==> src/sv/drfm_pkg.sv <==
// ----------------------------------------------------------------------------
// drfm_pkg: shared types and constants of the display register and frame memory
// Address map, access size codes and the decoded access record.
// ----------------------------------------------------------------------------
package drfm_pkg;

	// default store geometry
	localparam int COLOUR_ROWS_DEF    = 32;
	localparam int COLOUR_COLUMNS_DEF = 32;
	localparam int MONO_ROWS_DEF      = 32;

	// largest store the geometry ranges allow, sets the row field width
	localparam int MAX_STORE_WORDS = 64 * 64;
	localparam int ROW_W           = $clog2(MAX_STORE_WORDS);

	// address map
	localparam logic [15:0] COLOUR_BASE    = 16'h4000;
	localparam logic [15:0] MONO_BASE      = 16'h8000;
	localparam logic [15:0] SEG_RIGHT_ADDR = 16'h0010;
	localparam logic [15:0] SEG_LEFT_ADDR  = 16'h0011;

	typedef enum logic [1:0] {
		SIZE_BYTE = 2'd0,
		SIZE_HALF = 2'd1,
		SIZE_WORD = 2'd2,
		SIZE_RSVD = 2'd3
	} size_t;

	typedef enum logic {
		KIND_READ  = 1'b0,
		KIND_WRITE = 1'b1
	} kind_t;

	// one decoded bus access, per byte-lane bank
	typedef struct packed {
		logic                       rd;
		logic                       wr;
		logic                       seg_r;
		logic                       seg_l;
		logic                       seg_wide;
		logic                       use_mono;
		logic [1:0]                 off_lo;
		logic [3:0]                 bank_act;
		logic [3:0][ROW_W-1:0]      bank_row;
		logic [3:0][7:0]            bank_wdata;
	} acc_t;

endpackage

==> src/sv/drfm_decode.sv <==
// ----------------------------------------------------------------------------
// drfm_decode: address decode of one bus access
// Selects segment bytes or a store and maps the access onto four byte lanes.
// ----------------------------------------------------------------------------
module drfm_decode import drfm_pkg::*; #(
	parameter int COLOUR_WORDS = COLOUR_ROWS_DEF * COLOUR_COLUMNS_DEF,
	parameter int MONO_WORDS   = MONO_ROWS_DEF
) (
	input  logic        kind,
	input  logic [15:0] address,
	input  logic [1:0]  size_code,
	input  logic [31:0] write_data,
	output acc_t        acc
);

	localparam logic [16:0] COLOUR_BYTES = 17'(COLOUR_WORDS * 4);
	localparam logic [16:0] MONO_BYTES   = 17'(MONO_WORDS * 4);
	localparam logic [15:0] COLOUR_LIM   = 16'(COLOUR_WORDS);
	localparam logic [15:0] MONO_LIM     = 16'(MONO_WORDS);

	always_comb begin
		logic [15:0] c_off;
		logic [15:0] m_off;
		logic [15:0] off;
		logic [15:0] words;
		logic        hit_colour;
		logic        hit_mono;
		logic        size_ok;
		logic [1:0]  pos;
		logic [14:0] row;
		logic        in_size;

		// store window from the start address only
		c_off      = address - COLOUR_BASE;
		m_off      = address - MONO_BASE;
		hit_colour = (address >= COLOUR_BASE) && ({1'b0, c_off} < COLOUR_BYTES);
		hit_mono   = !hit_colour && (address >= MONO_BASE) && ({1'b0, m_off} < MONO_BYTES);
		off        = hit_colour ? c_off : m_off;
		words      = hit_colour ? COLOUR_LIM : MONO_LIM;
		size_ok    = size_t'(size_code) != SIZE_RSVD;

		acc          = '0;
		acc.rd       = kind_t'(kind) == KIND_READ;
		acc.wr       = (kind_t'(kind) == KIND_WRITE) && size_ok;
		acc.seg_r    = size_ok && (address == SEG_RIGHT_ADDR);
		acc.seg_l    = size_ok && (address == SEG_LEFT_ADDR);
		acc.seg_wide = (size_t'(size_code) == SIZE_HALF) || (size_t'(size_code) == SIZE_WORD);
		acc.use_mono = hit_mono;
		acc.off_lo   = off[1:0];

		// per bank: which access byte lands here, in which row
		for (int b = 0; b < 4; b++) begin
			pos = 2'(b) - off[1:0];
			row = 15'(off[15:2]) + 15'(2'(b) < off[1:0]);
			unique case (size_t'(size_code))
				SIZE_BYTE: in_size = pos == 2'd0;
				SIZE_HALF: in_size = pos <= 2'd1;
				SIZE_WORD: in_size = 1'b1;
				SIZE_RSVD: in_size = 1'b0;
				default:   in_size = 1'b0;
			endcase
			acc.bank_act[b]   = (hit_colour || hit_mono) && in_size && ({1'b0, row} < words);
			acc.bank_row[b]   = row[ROW_W-1:0];
			acc.bank_wdata[b] = write_data[8*pos +: 8];
		end
	end

endmodule

==> config.mk <==
export PLATFORM = sky130hd
export DESIGN_NAME = drfm_decode
export DESIGN_NICKNAME = d
export VERILOG_FILES = /design/src/sv/drfm_pkg.sv /design/src/sv/drfm_decode.sv
export SDC_FILE = /design/constraint.sdc
export NUM_CORES = 1
export LEC_CHECK = 0
export BUFFER_PORTS_ARGS = -buffer_cell sky130_fd_sc_hd__clkbuf_2
export CAP_MARGIN = 20
export CORE_UTILIZATION = 49
export DETAILED_ROUTE_END_ITERATION = 8
export PLACE_DENSITY = 0.91
export SLEW_MARGIN = 20
export SYNTH_ARGS = -nofsm -noshare
export SYNTH_HDL_FRONTEND = slang
export SYNTH_SLANG_ARGS = --single-unit
==> constraint.sdc <==
create_clock -name vclk -period 9.55
set_input_delay 1.4325 -clock vclk [all_inputs]
set_output_delay 1.4325 -clock vclk [all_outputs]
set_load 0.02 [all_outputs]
==> results.toml, run 1 <==
[finish]
antenna_cells = 0
final_cell_mix = "clkbuf_2, mux4_2, xnor2_1"
final_common_cell = "clkbuf_2"
fin_nets = 437
n_sequential_cell = 0
nClkBuffers = 0
drive_above_1_share_pct = 50.0
areaGrowthSynthToFinish_pct = 25.2
seq_area_um2 = 0

[synth]
synth_area_um2 = 2230
syn_nets = 329
yosysWarningCount = 0
syn_inst = 258
ys_seq_area_share_pct = 0
syn_avg_cell_area_um2 = 8.66
synth_cell_types = 42

[worst_hold_path]
hp-start = "kind"
holdPathStages = 3
min_to = "acc[91]"
hp-class = "in -> out"

[timing]
final-max-slew-violation-count = 0
finalHoldViolCount = 0
setup_slack_ns = 3.66
whs_ns = 3.12
setup_tns_ns = 0
fmax_ghz = 0.170
worst_pin_slew_ns = 0.958
layout_min_cycle_time_ns = 5.89
setup_violations = 0
slew_headroom_pct = 36.2
grt_setup_unrepaired = "false"
finalCritPeriodShare_pct = 61.7

[drt]
routed_wl_um = 6550
drt_iter0_drc = 201
dr.pass1.iters = 4
avgViaCountPerCell = 6.06
drc_errors = 0
postRouteAntennaNets = 0
wl_per_cell_um = 15.8
route.vias.total = 2519

[pwr]
p_leak_nw = 1.34
total_power_w = 0.000164
irDropWorstVdd_uv = 38.6
power_per_cell_area_nw_per_um2 = 58.6

[cts]
hold_buffers = 0
cts-resized-gates = 0
post_cts_buffers = 0

[setup_path]
critical_path.max_fanout = 36
crit_required_ns = 8.12
crit_path_start_kind = "primary input"
end_kind = "primary output"
worstPathArrival_ns = 4.46
path_class = "in -> out"

[floorplanning]
die_h_um = 69.5
die_x_um = 69.5
rows = 24
initial_core_util_pct = 51.3
dieArea_um2 = 4830
ios = 143
core_um2 = 4350

[global_route]
antenna_found_initial = 0
globalRouteOverflowTotal = 0
grt_max_degree = 37
first_global_vias = 2304
grt_pass1_wl_um = 10700
track_usage_pct = 26.3

[placed_design]
place_ws_ns = 3.59
io_buffers = 143
dpl.hpwl_um = 5460
gp_congestion = 0.961

[job]
max_cap_violations = 0

[outcome]
status = "completed"
[final cells by class]
class	instances	area (µm²)
fillers	384	1560
inverters	11	41.3
multi-input cells	210	1980
well taps	52	65.1
repair buffers	143	716
[cell families (layout without fill, tap and decap cells)]
group | after synthesis | count (layout) | synth area share (%)
and+or+nand+nor | 91 | 91 | 21.3
adders and majority gates | 20 | 20 | 11.2
AOI/OAI and AO/OA | 28 | 28 | 8.17
buffers and inverters | 48 | 154 | 11.6
muxes | 35 | 35 | 33.7
xor gates and xnor gates | 36 | 36 | 14.1
[critical path, cell delays in order]
cell      delay (ns)
buf_2           0.72
inv_1           0.25
ha_1            0.29
inv_1           0.08
ha_1            0.22
ha_1            0.24
nand2_1         0.18
nor2_1          0.20
nand3_1         0.10
a221oi_1        0.32
o221a_2         0.25
clkbuf_2        0.16
[where the power goes]
part | switching (W) | total [W] | internal, W
Clock | 0 | 0 | 0
Sequential | 0 | 0 | 0
Combinational | 0.0000987 | 0.000164 | 0.0000653
[Yosys cell counts (all sizes together)]
cell	n	area share (%)
mux4	32	32
o22ai	1	0.28
xor2	13	5.1
nand3	19	4.3
and3	8	2.7
a221oi	2	0.78
nor2b	3	0.84
nand2	16	3.0
nor3	7	1.6
or2	1	0.28
and4	2	0.78
nand3b	1	0.34
or4	2	0.67
clkinv	1	0.17
o221a	1	0.50
nand4	3	0.84
inv	10	1.7
nor4	2	0.56
buf	25	7.7
mux2	1	0.50
o211ai	1	0.34
nor2	20	3.4
a2111oi	1	0.67
xnor2	23	9.0
mux2i	2	0.90
and2	4	1.1
and3b	1	0.39
or3	1	0.28
clkbuf	12	2.0
a21oi	6	1.3
o21ai	9	2.0
o31a	2	0.78
a31oi	4	1.1
ha	20	11
nand2b	1	0.28
a22oi	1	0.34
[how the worst max path moves through the flow]
stage / from / to / slack [ns] / cells past startpoint
3_3_place_gp: address[0] / acc[80] / 3.76 / 12
3_5_place_dp: address[0] / acc[80] / 3.59 / 12
2_1_floorplan: address[0] / acc[80] / 4.20 / 13
6_report: address[0] / acc[80] / 3.66 / 12
4_1_cts: address[0] / acc[80] / 3.59 / 12
5_1_grt: address[0] / acc[80] / 3.28 / 12
[routing by layer]
layer  share of wire [%]  GRT usage [%]  vias up  routed length [µm]
li1                    -              -     1164                   -
met1                  39           34.3     1208                2580
met2                  53           48.4      139                3480
met3                 6.2           1.89        8                 403
met4                 1.4           4.08        0                  91
met5                   0              0        -                   0
[through the flow]
stage | util, % | instance area, µm² | std cells
after floorplan | - | 2230 | 258
after global placement | 64.3 | 2800 | 416
after detailed placement | 64.3 | 2800 | 416
after CTS | 64.3 | 2800 | 416
after global routing | 64.3 | 2800 | 416
final | 64.3 | 2800 | 416
Note: power is estimated with default switching activity, not from simulation.
==> run 2: changes to the inputs <==
CORE_UTILIZATION = 41   (was 49)
PLACE_DENSITY = 0.81   (was 0.91)
clock period = 5.25 ns   (was 9.55 ns; I/O delays follow)
==> results.toml, run 2 (synthesized netlist as in run 1, its figures left out) <==
[pwr]
total_power_w = 0.000297
p_leak_nw = 1.34
power_per_cell_area_nw_per_um2 = 105
irDropWorstVdd_uv = 66.7

[global_route]
globalRouteOverflowTotal = 0
grt_max_degree = 34
antenna_found_initial = 0
first_global_vias = 1968
grt_pass1_wl_um = 8900
track_usage_pct = 19.7

[floorplanning]
die_h_um = 75.8
initial_core_util_pct = 43.2
dieArea_um2 = 5750
core_um2 = 5170
die_x_um = 75.8
rows = 26
ios = 143

[drt]
routed_wl_um = 6310
postRouteAntennaNets = 0
avgViaCountPerCell = 5.65
drc_errors = 0
route.vias.total = 2456
dr.pass1.iters = 4
drt_iter0_drc = 137
wl_per_cell_um = 14.5

[timing]
finalHoldViolCount = 0
slew_headroom_pct = 45.9
setup_tns_ns = 0
fmax_ghz = 0.239
whs_ns = 1.83
finalCritPeriodShare_pct = 79.8
setup_slack_ns = 1.06
final-max-slew-violation-count = 0
grt_setup_unrepaired = "false"
setup_violations = 0
layout_min_cycle_time_ns = 4.19
worst_pin_slew_ns = 0.811

[finish]
seq_area_um2 = 0
nClkBuffers = 0
antenna_cells = 0
fin_nets = 438
areaGrowthSynthToFinish_pct = 26.5
final_common_cell = "clkbuf_2"
drive_above_1_share_pct = 50.1
final_cell_mix = "clkbuf_2, mux4_2, xnor2_1"
n_sequential_cell = 0

[worst_hold_path]
holdPathStages = 3
hp-start = "kind"
min_to = "acc[91]"
hp-class = "in -> out"

[setup_path]
path_class = "in -> out"
critical_path.max_fanout = 23
path_common_cell = "ha_1"
cp_slowest_stage_delay_ns = 0.52
crit_path_top_delay_cell = "or4_1"
crit_required_ns = 4.46
end_kind = "primary output"
crit_chain = "clkbuf_2, ha_1, ha_1, ha_1, nand2_4, or4_1, nand3_1, o211ai_1, a2111oi_2, clkbuf_2"
crit_path_start_kind = "primary input"
worstPathArrival_ns = 3.40

[placed_design]
io_buffers = 143
dpl.hpwl_um = 5210
gp_congestion = 0.894
place_ws_ns = 1.07

[cts]
cts-resized-gates = 0
post_cts_buffers = 0
hold_buffers = 0

[outcome]
status = "completed"

[job]
max_cap_violations = 0
run 2: routing by layer:
| metal | global-route usage (%) | up-vias | wire length, µm |
|---|---|---|---|
| li1 | - | 1164 | - |
| met1 | 27.0 | 1158 | 2590 |
| met2 | 35.1 | 128 | 3240 |
| met3 | 1.19 | 6 | 421 |
| met4 | 2.06 | 0 | 54 |
| met5 | 0 | - | 0 |
run 2: per-stage QoR:
step                util, %  area [µm²]  cells
detailed placement     54.7        2830    435
CTS                    54.7        2830    435
floorplan                 -        2230    258
global placement       54.7        2830    435
finish                 54.7        2830    435
global route           54.7        2830    435
run 2: where the power goes:
group	total (W)	switching, W	leakage, nW	internal, W
Combinational	0.000297	0.000178	1.34	0.000119
Clock	0	0	0	0
Sequential	0	0	0	0
Total	0.000297	0.000178	1.34	0.000119
run 2: worst max-delay path, delay by kind of cell:
kind,cells,cell delay (ns)
adder cells (fa/ha/maj),3,0.80
AND/OR/NAND/NOR,3,0.72
AO/OA/AOI/OAI,2,0.42
buffers and inverters,2,0.66
run 2: cell type report:
cell class	instances	area, µm²
timing repair buffer	144	723
inverter	11	41.3
fill	490	2340
tap	70	87.6
multi-input combinational	210	1980
run 2: worst max path at each step:
| stage | start | endpoint | depth (start not counted) |
|---|---|---|---|
| global route | address[1] | acc[80] | 12 |
| global placement | address[1] | acc[82] | 10 |
| floorplan | address[0] | acc[80] | 13 |
| CTS | address[1] | acc[82] | 10 |
| finish | address[1] | acc[82] | 10 |
| detailed placement | address[1] | acc[82] | 10 |
